==> config.mk <==
export PLATFORM = sky130hd
export DESIGN_NAME = magnetometer_heading_filter
export DESIGN_NICKNAME = d
export VERILOG_FILES = /design/src/rtl/mhf_pkg.sv /design/src/rtl/mhf_ram.sv /design/src/rtl/magnetometer_heading_filter.sv
export SDC_FILE = /design/constraint.sdc
export NUM_CORES = 2
export LEC_CHECK = 0
export ABC_CLOCK_PERIOD_IN_PS = 9400
export BUFFER_PORTS_ARGS = -buffer_cell sky130_fd_sc_hd__clkbuf_2
export CAP_MARGIN = 15
export CORE_ASPECT_RATIO = 0.6
export CORE_MARGIN = 5
export CORE_UTILIZATION = 45
export DETAILED_ROUTE_END_ITERATION = 6
export GPL_TIMING_DRIVEN = 0
export PLACE_DENSITY_LB_ADDON = 0.2
export SYNTH_ARGS = -nofsm -noshare
export SYNTH_HDL_FRONTEND = slang
export SYNTH_SLANG_ARGS = --single-unit
export TNS_END_PERCENT = 20
==> constraint.sdc <==
create_clock -name clk_i -period 9.4 [get_ports clk_i]
set_input_delay 0 -clock clk_i [delete_from_list [all_inputs] [get_ports clk_i]]
set_output_delay 0 -clock clk_i [all_outputs]
set_load 0.01 [all_outputs]
==> src/rtl/mhf_pkg.sv <==
`default_nettype none

package mhf_pkg;

  localparam int unsigned IN_X_W    = 17;
  localparam int unsigned IN_Y_W    = 16;
  localparam int unsigned OP_X_W    = 33;
  localparam int unsigned OP_Y_W    = 32;
  localparam int unsigned SCALE_SH  = 24;
  localparam int unsigned CORDIC_W  = 59;
  localparam int unsigned Z_W       = 25;
  localparam int unsigned ATAN_W    = 21;
  localparam int unsigned TABLE_LEN = 24;
  localparam int unsigned STEP_W    = 5;

  localparam logic [15:0]    FULL_CIRCLE     = 16'd46080;
  localparam logic [Z_W-1:0] HALF_CIRCLE_FINE = 25'd5898240;
  localparam logic [Z_W-1:0] FULL_CIRCLE_FINE = 25'd11796480;
  localparam logic [15:0]    OFFSET_RESET     = 16'd11520;
  localparam logic [15:0]    CALIB_RESET      = 16'd1000;

  typedef enum logic [2:0] {
    ST_IDLE,
    ST_EVAL,
    ST_INIT,
    ST_STEP,
    ST_NORM,
    ST_ROUND,
    ST_DONE
  } state_e;

  typedef struct packed {
    logic in_ready;
    logic eval;
    logic init;
    logic step;
    logic norm;
    logic round;
    logic done;
  } ctrl_t;

  // round(atan(2^-i) * 32768 * 45 / 45) in 1/32768 degree
  function automatic logic [ATAN_W-1:0] atan_fine(input logic [STEP_W-1:0] idx);
    logic [ATAN_W-1:0] v;
    case (idx)
      5'd0:    v = 21'd1474560;
      5'd1:    v = 21'd870484;
      5'd2:    v = 21'd459940;
      5'd3:    v = 21'd233473;
      5'd4:    v = 21'd117189;
      5'd5:    v = 21'd58652;
      5'd6:    v = 21'd29333;
      5'd7:    v = 21'd14667;
      5'd8:    v = 21'd7334;
      5'd9:    v = 21'd3667;
      5'd10:   v = 21'd1833;
      5'd11:   v = 21'd917;
      5'd12:   v = 21'd458;
      5'd13:   v = 21'd229;
      5'd14:   v = 21'd115;
      5'd15:   v = 21'd57;
      5'd16:   v = 21'd29;
      5'd17:   v = 21'd14;
      5'd18:   v = 21'd7;
      5'd19:   v = 21'd4;
      5'd20:   v = 21'd2;
      5'd21:   v = 21'd1;
      default: v = 21'd0;
    endcase
    return v;
  endfunction

endpackage

`default_nettype wire

==> src/rtl/mhf_ram.sv <==
`default_nettype none

module mhf_ram #(
  parameter int unsigned WIDTH = 8,
  parameter int unsigned DEPTH = 8
) (
  input  wire logic                     clk_i,
  input  wire logic                     we_i,
  input  wire logic [$clog2(DEPTH)-1:0] waddr_i,
  input  wire logic [WIDTH-1:0]         wdata_i,
  input  wire logic [$clog2(DEPTH)-1:0] raddr_i,
  output logic      [WIDTH-1:0]         rdata_o
);

  logic [WIDTH-1:0] mem_q [DEPTH];

  always_ff @(posedge clk_i) begin
    if (we_i) begin
      mem_q[waddr_i] <= wdata_i;
    end
    rdata_o <= mem_q[raddr_i];
  end

endmodule

`default_nettype wire

==> src/rtl/magnetometer_heading_filter.sv <==
// magnetometer heading filter
// slave stream: one transaction per sensor reading; tdata holds raw_x and raw_y,
// tuser holds read_ok and calibrating. master stream: one transaction per heading,
// tdata holds yaw (1/128 degree, 0 to below 360), tuser holds from_calibration.
// normal readings go through a moving average of WINDOW_LEN samples per axis
// (raw value until the window has filled once), then an iterative vectoring
// cordic gives atan2, and the stored heading offset is added modulo 360 degrees.
// calibration readings are summed until calib_samples attempts are counted; the
// heading of the sums becomes the new offset and is sent with from_calibration set.
// failed normal reads and unfinished calibration reads give no transaction.
// sequence: accept, evaluate, init, CORDIC_STEPS (at most 24) cordic steps,
// normalize, round and output load before tvalid, one cordic step a cycle on
// the shared add/shift unit; a reading is accepted only once the sequencer is
// through with the last one, as s_axis_tready is high only while the sequencer
// is idle; an item that causes no result returns the sequencer to idle straight
// after evaluation.
// a result waits in the output register while the master side stalls; the next
// reading is accepted meanwhile and its result waits until the register frees.
// reset: window empty, offset 90 degrees, calib_samples 1000, no calibration run.
// cfg_we_i writes calib_samples (0 acts as 1); write only while the block is idle.
`default_nettype none

module magnetometer_heading_filter import mhf_pkg::*; #(
  parameter int unsigned WINDOW_LEN   = 8,
  parameter int unsigned CORDIC_STEPS = 16
) (
  input  wire logic        clk_i,
  input  wire logic        rst_ni,
  input  wire logic        cfg_we_i,
  input  wire logic [15:0] cfg_wdata_i,
  input  wire logic        s_axis_tvalid,
  output logic             s_axis_tready,
  input  wire logic [31:0] s_axis_tdata,  // raw_x [15:0], raw_y [31:16]
  input  wire logic [1:0]  s_axis_tuser,  // read_ok [0], calibrating [1]
  output logic             m_axis_tvalid,
  input  wire logic        m_axis_tready,
  output logic      [15:0] m_axis_tdata,  // yaw [15:0]
  output logic      [0:0]  m_axis_tuser   // from_calibration [0]
);

  localparam int unsigned ADDR_W    = $clog2(WINDOW_LEN);
  localparam int unsigned SUM_X_W   = IN_X_W + $clog2(WINDOW_LEN);
  localparam int unsigned SUM_Y_W   = IN_Y_W + $clog2(WINDOW_LEN);
  localparam int unsigned STEPS_RUN = (CORDIC_STEPS > TABLE_LEN) ? TABLE_LEN : CORDIC_STEPS;
  localparam logic [ADDR_W-1:0] SLOT_LAST = ADDR_W'(WINDOW_LEN - 1);
  localparam logic [STEP_W-1:0] STEP_LAST = STEP_W'(STEPS_RUN - 1);

  state_e state_q, state_d;
  ctrl_t  ctrl;

  logic [15:0] calib_samples_q;
  logic [15:0] heading_offset_q;
  logic [15:0] calib_count_q;
  logic signed [OP_X_W-1:0] calib_sum_x_q;
  logic signed [OP_Y_W-1:0] calib_sum_y_q;
  logic signed [SUM_X_W-1:0] x_sum_q;
  logic signed [SUM_Y_W-1:0] y_sum_q;
  logic [ADDR_W-1:0] slot_q;
  logic window_full_q;

  logic signed [IN_X_W-1:0] in_x_q;
  logic signed [IN_Y_W-1:0] in_y_q;
  logic in_ok_q;
  logic in_cal_q;

  logic signed [OP_X_W-1:0] op_x_q;
  logic signed [OP_Y_W-1:0] op_y_q;
  logic signed [CORDIC_W-1:0] cx_q;
  logic signed [CORDIC_W-1:0] cy_q;
  logic signed [Z_W-1:0] z_q;
  logic [STEP_W-1:0] step_q;
  logic zero_q;
  logic [23:0] total_q;
  logic [15:0] h_q;

  logic out_valid_q;
  logic [15:0] out_yaw_q;
  logic out_cal_q;

  // evaluation of the latched reading
  logic [15:0] calib_count_inc;
  logic [15:0] calib_target;
  logic calib_end;
  logic signed [OP_X_W-1:0] calib_sum_x_new;
  logic signed [OP_Y_W-1:0] calib_sum_y_new;
  logic [IN_X_W+IN_Y_W-1:0] win_rdata;
  logic signed [IN_X_W-1:0] old_x;
  logic signed [IN_Y_W-1:0] old_y;
  logic signed [SUM_X_W-1:0] x_sum_new;
  logic signed [SUM_Y_W-1:0] y_sum_new;
  logic slot_wrap;
  logic full_new;
  logic win_we;

  // shared cordic step unit
  logic signed [CORDIC_W-1:0] xs;
  logic signed [CORDIC_W-1:0] ys;
  logic signed [Z_W-1:0] atan_z;
  logic signed [CORDIC_W-1:0] init_x;
  logic signed [CORDIC_W-1:0] init_y;
  logic signed [Z_W-1:0] total_w;
  logic [24:0] round_sum;
  logic [16:0] h_raw;
  logic [16:0] yaw_sum;
  logic [15:0] yaw_res;
  logic out_load;

  assign calib_count_inc = calib_count_q + 16'd1;
  assign calib_target    = (calib_samples_q == 16'd0) ? 16'd1 : calib_samples_q;
  assign calib_end       = (calib_count_inc >= calib_target);
  assign calib_sum_x_new = in_ok_q ? (calib_sum_x_q + OP_X_W'(in_x_q)) : calib_sum_x_q;
  assign calib_sum_y_new = in_ok_q ? (calib_sum_y_q + OP_Y_W'(in_y_q)) : calib_sum_y_q;

  // slots not yet written since reset are read as zero; they lie ahead of the slot pointer
  assign old_x = window_full_q ? win_rdata[IN_X_W-1:0] : '0;
  assign old_y = window_full_q ? win_rdata[IN_X_W+IN_Y_W-1:IN_X_W] : '0;
  assign x_sum_new = x_sum_q - SUM_X_W'(old_x) + SUM_X_W'(in_x_q);
  assign y_sum_new = y_sum_q - SUM_Y_W'(old_y) + SUM_Y_W'(in_y_q);
  assign slot_wrap = (slot_q == SLOT_LAST);
  assign full_new  = window_full_q | slot_wrap;
  assign win_we    = ctrl.eval & ~in_cal_q & in_ok_q;

  mhf_ram #(
    .WIDTH(IN_X_W + IN_Y_W),
    .DEPTH(WINDOW_LEN)
  ) u_window (
    .clk_i  (clk_i),
    .we_i   (win_we),
    .waddr_i(slot_q),
    .wdata_i({in_y_q, in_x_q}),
    .raddr_i(slot_q),
    .rdata_o(win_rdata)
  );

  assign init_x = {{(CORDIC_W-SCALE_SH-OP_X_W){op_x_q[OP_X_W-1]}}, op_x_q, SCALE_SH'(0)};
  assign init_y = {{(CORDIC_W-SCALE_SH-OP_Y_W){op_y_q[OP_Y_W-1]}}, op_y_q, SCALE_SH'(0)};
  assign xs     = cx_q >>> step_q;
  assign ys     = cy_q >>> step_q;
  assign atan_z = Z_W'(atan_fine(step_q));
  assign total_w = (z_q < 0) ? (z_q + FULL_CIRCLE_FINE) : z_q;

  assign round_sum = {1'b0, total_q} + 25'd128;
  assign h_raw     = round_sum[24:8];
  assign yaw_sum   = {1'b0, h_q} + {1'b0, heading_offset_q};
  assign yaw_res   = in_cal_q ? h_q :
                     ((yaw_sum >= {1'b0, FULL_CIRCLE}) ? 16'(yaw_sum - {1'b0, FULL_CIRCLE})
                                                       : yaw_sum[15:0]);
  assign out_load  = ctrl.done & (~out_valid_q | m_axis_tready);

  // next state
  always_comb begin
    state_d = state_q;
    case (state_q)
      ST_IDLE: begin
        if (s_axis_tvalid) state_d = ST_EVAL;
      end
      ST_EVAL: begin
        if (in_cal_q) begin
          state_d = calib_end ? ST_INIT : ST_IDLE;
        end else begin
          state_d = in_ok_q ? ST_INIT : ST_IDLE;
        end
      end
      ST_INIT: state_d = ST_STEP;
      ST_STEP: begin
        if (step_q == STEP_LAST) state_d = ST_NORM;
      end
      ST_NORM:  state_d = ST_ROUND;
      ST_ROUND: state_d = ST_DONE;
      ST_DONE: begin
        if (~out_valid_q | m_axis_tready) state_d = ST_IDLE;
      end
      default: state_d = ST_IDLE;
    endcase
  end

  // sequencer outputs
  always_comb begin
    ctrl = '0;
    case (state_q)
      ST_IDLE:  ctrl.in_ready = 1'b1;
      ST_EVAL:  ctrl.eval     = 1'b1;
      ST_INIT:  ctrl.init     = 1'b1;
      ST_STEP:  ctrl.step     = 1'b1;
      ST_NORM:  ctrl.norm     = 1'b1;
      ST_ROUND: ctrl.round    = 1'b1;
      ST_DONE:  ctrl.done     = 1'b1;
      default:  ctrl          = '0;
    endcase
  end

  assign s_axis_tready = ctrl.in_ready;

  always_ff @(posedge clk_i or negedge rst_ni) begin
    if (!rst_ni) begin
      state_q          <= ST_IDLE;
      calib_samples_q  <= CALIB_RESET;
      heading_offset_q <= OFFSET_RESET;
      calib_count_q    <= '0;
      calib_sum_x_q    <= '0;
      calib_sum_y_q    <= '0;
      x_sum_q          <= '0;
      y_sum_q          <= '0;
      slot_q           <= '0;
      window_full_q    <= 1'b0;
      out_valid_q      <= 1'b0;
    end else begin
      state_q <= state_d;
      if (cfg_we_i) begin
        calib_samples_q <= cfg_wdata_i;
      end
      if (ctrl.eval) begin
        if (in_cal_q) begin
          if (calib_end) begin
            calib_count_q <= '0;
            calib_sum_x_q <= '0;
            calib_sum_y_q <= '0;
          end else begin
            calib_count_q <= calib_count_inc;
            calib_sum_x_q <= calib_sum_x_new;
            calib_sum_y_q <= calib_sum_y_new;
          end
        end else begin
          calib_count_q <= '0;
          calib_sum_x_q <= '0;
          calib_sum_y_q <= '0;
          if (in_ok_q) begin
            x_sum_q       <= x_sum_new;
            y_sum_q       <= y_sum_new;
            slot_q        <= slot_wrap ? '0 : slot_q + ADDR_W'(1);
            window_full_q <= full_new;
          end
        end
      end
      if (out_load) begin
        out_valid_q <= 1'b1;
        if (in_cal_q) heading_offset_q <= yaw_res;
      end else if (m_axis_tready) begin
        out_valid_q <= 1'b0;
      end
    end
  end

  // payload registers
  always_ff @(posedge clk_i) begin
    if (ctrl.in_ready & s_axis_tvalid) begin
      in_x_q   <= -IN_X_W'(signed'(s_axis_tdata[15:0]));
      in_y_q   <= s_axis_tdata[31:16];
      in_ok_q  <= s_axis_tuser[0];
      in_cal_q <= s_axis_tuser[1];
    end
    if (ctrl.eval) begin
      if (in_cal_q) begin
        op_x_q <= calib_sum_x_new;
        op_y_q <= calib_sum_y_new;
      end else if (full_new) begin
        op_x_q <= OP_X_W'(x_sum_new);
        op_y_q <= OP_Y_W'(y_sum_new);
      end else begin
        op_x_q <= OP_X_W'(in_x_q);
        op_y_q <= OP_Y_W'(in_y_q);
      end
    end
    if (ctrl.init) begin
      zero_q <= (op_x_q == '0) && (op_y_q == '0);
      step_q <= '0;
      if (op_x_q < 0) begin
        cx_q <= -init_x;
        cy_q <= -init_y;
        z_q  <= HALF_CIRCLE_FINE;
      end else begin
        cx_q <= init_x;
        cy_q <= init_y;
        z_q  <= '0;
      end
    end
    if (ctrl.step) begin
      step_q <= step_q + STEP_W'(1);
      if (cy_q > 0) begin
        cx_q <= cx_q + ys;
        cy_q <= cy_q - xs;
        z_q  <= z_q + atan_z;
      end else begin
        cx_q <= cx_q - ys;
        cy_q <= cy_q + xs;
        z_q  <= z_q - atan_z;
      end
    end
    if (ctrl.norm) begin
      total_q <= total_w[23:0];
    end
    if (ctrl.round) begin
      if (zero_q) begin
        h_q <= '0;
      end else if (h_raw >= {1'b0, FULL_CIRCLE}) begin
        h_q <= 16'(h_raw - {1'b0, FULL_CIRCLE});
      end else begin
        h_q <= h_raw[15:0];
      end
    end
    if (out_load) begin
      out_yaw_q <= yaw_res;
      out_cal_q <= in_cal_q;
    end
  end

  assign m_axis_tvalid   = out_valid_q;
  assign m_axis_tdata    = out_yaw_q;
  assign m_axis_tuser[0] = out_cal_q;

`ifndef NO_ASSERTIONS
  a_yaw_range: assert property (@(posedge clk_i) disable iff (!rst_ni)
    m_axis_tvalid |-> (m_axis_tdata < FULL_CIRCLE))
    else $error("yaw out of range");

  a_step_range: assert property (@(posedge clk_i) disable iff (!rst_ni)
    (state_q == ST_STEP) |-> (step_q <= STEP_LAST))
    else $error("cordic step counter overran");

  a_accept_eval: assert property (@(posedge clk_i) disable iff (!rst_ni)
    (s_axis_tvalid && s_axis_tready) |=> (state_q == ST_EVAL))
    else $error("accepted reading not evaluated");

  a_offset_update: assert property (@(posedge clk_i) disable iff (!rst_ni)
    (out_load && in_cal_q) |=> (heading_offset_q == m_axis_tdata && m_axis_tuser[0]))
    else $error("calibration result not stored as offset");

  a_slot_range: assert property (@(posedge clk_i) disable iff (!rst_ni)
    slot_q <= SLOT_LAST)
    else $error("window slot out of range");
`endif

endmodule

`default_nettype wire

# Yosys cells after proc, flatten, opt, wreduce, memory -nomap -nowiden
# Memories as Yosys holds them, arrays and structs flattened. A register that Yosys moved wholly into a read port is not among the register bits.
# Cells that the tools add are included.
[classes]
add_sub_neg = 23
order_cmp = 6
eq_ne = 11
shift = 2
muxes = 53
bitwise_logic = 8
n_reduce_logical = 10
[op_table]
columns = ["op", "n"]
rows = [
  ["59-bit 2-to-1 mux", 8],
  ["33-bit 2-to-1 mux", 5],
  ["32-bit 2-to-1 mux", 5],
  ["59-bit adder", 2],
  ["59-bit by 5-bit >>> shifter with 59-bit output", 2],
  ["59-bit subtractor", 2],
  ["16-bit 2-to-1 mux", 7],
  ["25-bit 2-to-1 mux", 3],
  ["59-bit by 1-bit > comparator with 1-bit output, second input constant", 1],
  ["56-bit negation with 59-bit output", 1],
  ["57-bit negation with 59-bit output", 1],
  ["17-bit by 16-bit greater-or-equal comparator with 1-bit output, second input constant", 2],
  ["33-bit by 17-bit adder with 33-bit output", 1],
  ["33-bit logical NOT", 1],
  ["33-bit by 1-bit < comparator with 1-bit output, second input constant", 1],
  ["32-bit by 16-bit adder with 32-bit output", 1],
  ["32-bit logical NOT", 1],
  ["16-bit subtractor, second input constant", 2],
  ["24-bit by 8-bit adder with 25-bit output, second input constant", 1],
  ["25-bit by 22-bit adder with 25-bit output", 1],
  ["25-bit by 1-bit < comparator with 1-bit output, second input constant", 1],
  ["25-bit by 22-bit subtractor with 25-bit output", 1],
  ["24-bit adder, second input constant", 1],
  ["24-bit 2-to-1 mux", 1],
  ["31 further kinds", 61],
]
[totals]
ff_bits = 466
mem_bits_rw = 264
romBits = 672
out_inout_bits = 19
mem_count = 2
[memory_table]
columns = ["name", "depth", "word_bits", "rd", "rd_clocked_by_memory_dff", "wr", "line_no", "rtl"]
rows = [
  ["(no name shown)", 32, 21, 1, 1, 0, "mhf_pkg.sv:45", "case (idx)"],
  ["u_window.mem_q", 8, 33, 1, 1, 1, "mhf_ram.sv:15", "logic [WIDTH-1:0] mem_q [DEPTH];"],
]

# Depth between registers and ports, before layout
[depth]
ltp_word = 6
mapped_depth = 34
mapped_depth_nobuf = 25

# Cells and area by module
# Synthesis repeated with hierarchy kept, for this count alone.
[hier_totals]
hier_cells = 5960
area_unflattened_um2 = 59104.2
[modules_own_cells]
columns = ["module", "n_inst", "cells_per_inst", "area_each_um2", "seq_area_each_um2"]
rows = [
  ["magnetometer_heading_filter", 1, 5533, 48464.0, 13415.4],
  ["mhf_ram", 1, 427, 10640.2, 8588.2],
]

# Least setup slack after synthesis
# OpenSTA, ideal clock, no wires.
[synth_timing]
path_type = "flip-flop to flip-flop"
startpoint = "register step_q[3]"
endpoint = "register cx_q[51] (data pin)"
t_arrival_ps = 7871
slack_ps = 1261
stages_incl_launch_ff = 33
path_cell_list = "edfxtp_1 > clkbuf_1 > clkbuf_1 > buf_1 > clkbuf_1 > clkbuf_1 > clkbuf_1 > buf_1 > clkbuf_1 > clkbuf_1 > clkbuf_1 > nor2_1 > a21oi_1 > ha_1 > inv_1 > nor4_1 > and4_1 > o211ai_1 > nor3_1 > a31oi_1 > xor2_1 > ha_1 > clkbuf_1 > a2111oi_0 > o211ai_1 > o211ai_1 > o211a_1 > a211oi_1 > a22o_1 > a21oi_1 > o21ai_0 > nor4_1 > a211oi_1"
[synth_via]
elab_chain_len = 4
[synth_rtl]
columns = ["item", "line_no", "rtl"]
rows = [
  ["from (decl)", "magnetometer_heading_filter.sv:71", "logic [STEP_W-1:0] step_q;"],
  ["from (signal assigned)", "magnetometer_heading_filter.sv:278", "step_q <= step_q + STEP_W'(1);"],
  ["59-bit by 5-bit >>> shifter with 59-bit output *", "magnetometer_heading_filter.sv:138", "assign ys = cy_q >>> step_q;"],
  ["59-bit subtractor / 59-bit adder (equally long branches)", "magnetometer_heading_filter.sv:284, magnetometer_heading_filter.sv:280", ""],
  ["59-bit 2-to-1 mux *", "magnetometer_heading_filter.sv:279", "if (cy_q > 0) begin"],
  ["59-bit 2-to-1 mux *", "magnetometer_heading_filter.sv:277", "if (ctrl.step) begin"],
  ["to (signal assigned)", "magnetometer_heading_filter.sv:272", "cx_q <= init_x;"],
  ["to (signal assigned)", "magnetometer_heading_filter.sv:280", "cx_q <= cx_q + ys;"],
  ["to (signal assigned)", "magnetometer_heading_filter.sv:284", "cx_q <= cx_q - ys;"],
  ["to (decl)", "magnetometer_heading_filter.sv:68", "logic signed [CORDIC_W-1:0] cx_q;"],
]
# Every way passes the cells marked *; elsewhere a longest branch is shown, timed or not.
# A chain may end at the register's enable or synchronous reset.

# Final worst setup path
[layout_timing]
startpoint = "register step_q[2]"
endpoint = "register cy_q[54] (data pin)"
[layout_via]
elab_chain_len = 4
[layout_rtl]
columns = ["item", "line_no", "rtl"]
rows = [
  ["59-bit by 5-bit >>> shifter with 59-bit output *", "magnetometer_heading_filter.sv:137", "assign xs = cx_q >>> step_q;"],
  ["59-bit adder / 59-bit subtractor (equally long branches)", "magnetometer_heading_filter.sv:285, magnetometer_heading_filter.sv:281", ""],
  ["59-bit 2-to-1 mux *", "magnetometer_heading_filter.sv:279", ""],
  ["59-bit 2-to-1 mux *", "magnetometer_heading_filter.sv:277", ""],
  ["to (signal assigned)", "magnetometer_heading_filter.sv:273", "cy_q <= init_y;"],
  ["to (signal assigned)", "magnetometer_heading_filter.sv:281", "cy_q <= cy_q - xs;"],
  ["to (signal assigned)", "magnetometer_heading_filter.sv:285", "cy_q <= cy_q + xs;"],
  ["to (decl)", "magnetometer_heading_filter.sv:69", "logic signed [CORDIC_W-1:0] cy_q;"],
]
# Marks and branches as above.

==> impl_metrics.yaml <==
global_route:
  grt_pass1_vias: 54430
  overflow: 0
  grt_max_degree: 96
  grt_pass1_wl_um: 451800
  antenna_found_initial: 31
  grt_usage_pct: 46.04
synthesis:
  synthArstFlopShare_pct: 20.59
  synth_cells: 6339
  synth.cell_area_um2: 60200
  synth-warning-count: 0
  seq_area_frac_synth_pct: 36.55
  yosys_most_used_dff: "edfxtp_1"
  synth_fp_nets: 6742
  synth_edf_count: 563
  synth_area_per_cell_um2: 9.497
  ys_seq_elements: 777
  ys_types: 97
floorplan:
  core.rowCount: 103
  start_util_pct: 45.53
  dieArea_um2: 141400
  core_area_um2: 132200
  pin_count: 74
  fp.dieW_um: 482.2
  die_y_um: 293.3
drt:
  drt-total-wl_um: 336900
  drt-wirelength-per-cell_um: 39.37
  via_per_inst: 7.071
  drc_errors: 8
  first_pass_iters: 7
  drt_iter0_drc: 11010
  vias: 60520
  antenna_left: 0
sta:
  fmax_mhz: 102.3
  tightest_slew_ns: 1.582
  drv_slew: 3
  relSlewSlack_pct: -5.498
  timing.hold.ws_ns: 0.02256
  finalHoldViolations: 0
  tns_ns: -2.797
  setup_slack_ns: -0.3780
  skew_ns: 0.05210
  min_period_ns: 9.778
  finalCritPeriodShare_pct: 104.0
  setup_viol: 18
worst_setup_path:
  cp_max_fo: 10
  cp.required_ns: 9.80
  arrival_ns: 10.18
  crit_path_start_kind: "register"
  crit_slowest_cell: "nand2_1"
  worst-path-buf-inv: 6
  critPathCaptureType: "register"
  crit_family: "simple AND/OR/NAND/NOR gates"
  critPathMaxStageDelay_ns: 0.84
  setup.worst_path.class: "register to register"
clocking:
  cts_buffers: 77
  cts-root-buf: "clkbuf_16"
  clk_pin_slew_ns: 0.07
  clkLatencyLatePin_ns: 0.71
  ctsHtreeMaxLevel: 3
  ctsLongestPathBuffers: 3
  cts_tree: "yes"
  cts.sinks: 777
placed_design:
  dpl_cell_area_um2: 63870
  port_buffers: 73
  hpwl_um: 266700
  dp.cells: 8257
  place_congestion: 1.133
finish:
  fin_cells: 8559
  layout.nets: 7088
  syn_to_final_growth_pct: 14.25
  layout_common_cells: "nand2_1, edfxtp_1, nor2_1, a21oi_1, o21ai_0"
  layout_commonest_cell: "nand2_1"
  drive_gt1_share_pct: 12.07
  final_area_um2: 68780
run:
  maxCapViolCount: 2
run_status:
  failed_checks: "DRC, capacitance limit, slew limit, setup timing"
  outcome: "finished with violations"
worst_hold_path:
  hold_path.class: "input pin to register"
synth_stat cells (all sizes together), types with 54 or more instances:
| library cell | instances | share of area (%) |
|---|---|---|
| nor3 | 141 | 1.2 |
| nand4 | 75 | 0.78 |
| ha | 305 | 6.3 |
| a21o | 119 | 1.5 |
| nand3 | 110 | 0.91 |
| clkbuf | 252 | 1.6 |
| a22oi | 143 | 1.8 |
| dfrtp | 150 | 6.2 |
| o211ai | 57 | 0.71 |
| dfxtp | 54 | 1.8 |
| xor2 | 163 | 2.4 |
| mux2 | 155 | 2.9 |
| mux2i | 208 | 3.5 |
| xnor2 | 286 | 4.2 |
| and3 | 69 | 0.72 |
| a211oi | 68 | 0.85 |
| inv | 269 | 1.7 |
| nor2 | 486 | 3.0 |
| o31ai | 88 | 1.1 |
| o21ai | 408 | 3.4 |
| nand2 | 591 | 3.7 |
| and2 | 82 | 0.85 |
| nand2b | 63 | 0.65 |
| mux4 | 123 | 4.6 |
| buf | 105 | 0.95 |
| edfxtp | 563 | 28 |
| a31oi | 65 | 0.68 |
| a21oi | 432 | 3.6 |
routing by layer:
layer / global-route usage, % / vias up / routed length, µm
met5: 4.078 / - / 1804
met4: 9.320 / 46 / 8143
met3: 34.58 / 587 / 72280
met2: 50.89 / 5357 / 110500
met1: 67.67 / 30100 / 144200
li1: - / 24430 / -
final cells by class:
type                            count  area (µm²)
Fill cell                       11810       63440
Inverter                          271        1025
Tap cell                         1785        2233
Buffer                            342        1730
Sequential cell                   777       22000
Timing Repair Buffer              282        2919
Clock inverter                     50       570.5
Antenna cell                       24       60.06
Clock buffer                       94        2073
Multi-Input combinational cell   4934       36160
registers in the layout (all words and copies together), names as in the netlist, 17 cells and up:
| signal | cells |
|---|---|
| atan_z | 21 |
| calib_sum_x_q | 33 |
| calib_sum_y_q | 32 |
| cx_q | 59 |
| cy_q | 59 |
| in_x_q | 17 |
| op_x_q | 33 |
| op_y_q | 32 |
| total_q | 17 |
| u_window.mem_q | 264 |
| u_window.rdata_o | 33 |
| x_sum_q | 20 |
| y_sum_q | 19 |
| z_q | 25 |
per-stage QoR:
stage	util, %	setup slack, ns
5_1_grt	51.98	-0.003107
3_3_place_gp	47.50	-7.263
6_report	52.02	-0.3780
4_1_cts	51.45	0.01624
3_5_place_dp	48.30	-6.209
2_1_floorplan	-	1.261
worst paths after layout:
| check | slack, ns | to | cells past startpoint | startpoint |
|---|---|---|---|---|
| max reg2reg | -0.38 | cy_q[54] | 26 | step_q[2] |
| min reg2reg | 0.47 | total_q[11] | 0 | z_q[11] |
| max in group asynchronous | 8.23 | heading_offset_q[12] | 4 | rst_ni |
| min | 0.02 | in_y_q[5] | 2 | s_axis_tdata[21] |
| min in group asynchronous | 0.48 | calib_samples_q[3] | 3 | rst_ni |
| max | -0.38 | cy_q[54] | 26 | step_q[2] |
cells by family (layout without fill, tap and decap cells):
logic type | count (synthesis) | in the layout | share of synthesized area, %
AOI/OAI and AO/OA | 1763 | 1763 | 18.99
xor gates and xnor gates | 449 | 449 | 6.545
adders and majority gates | 348 | 348 | 7.769
buffers and inverters | 628 | 1039 | 4.219
DFF | 777 | 777 | 36.55
muxes | 486 | 486 | 10.96
other | 0 | 24 | 0
and+or+nand+nor | 1888 | 1888 | 14.97
what timing repair did:
action,in CTS,in global routing
resized for setup,144,80
hold buffers,102,0
buffers inserted,15,2
endpoints found under the setup margin,142,40
pin swaps,5,2
endpoints found under the hold margin,210,0
Power is left out: the tool's default activity adds up to more than one toggle a clock period on the data nets, which glitch-free logic cannot reach.
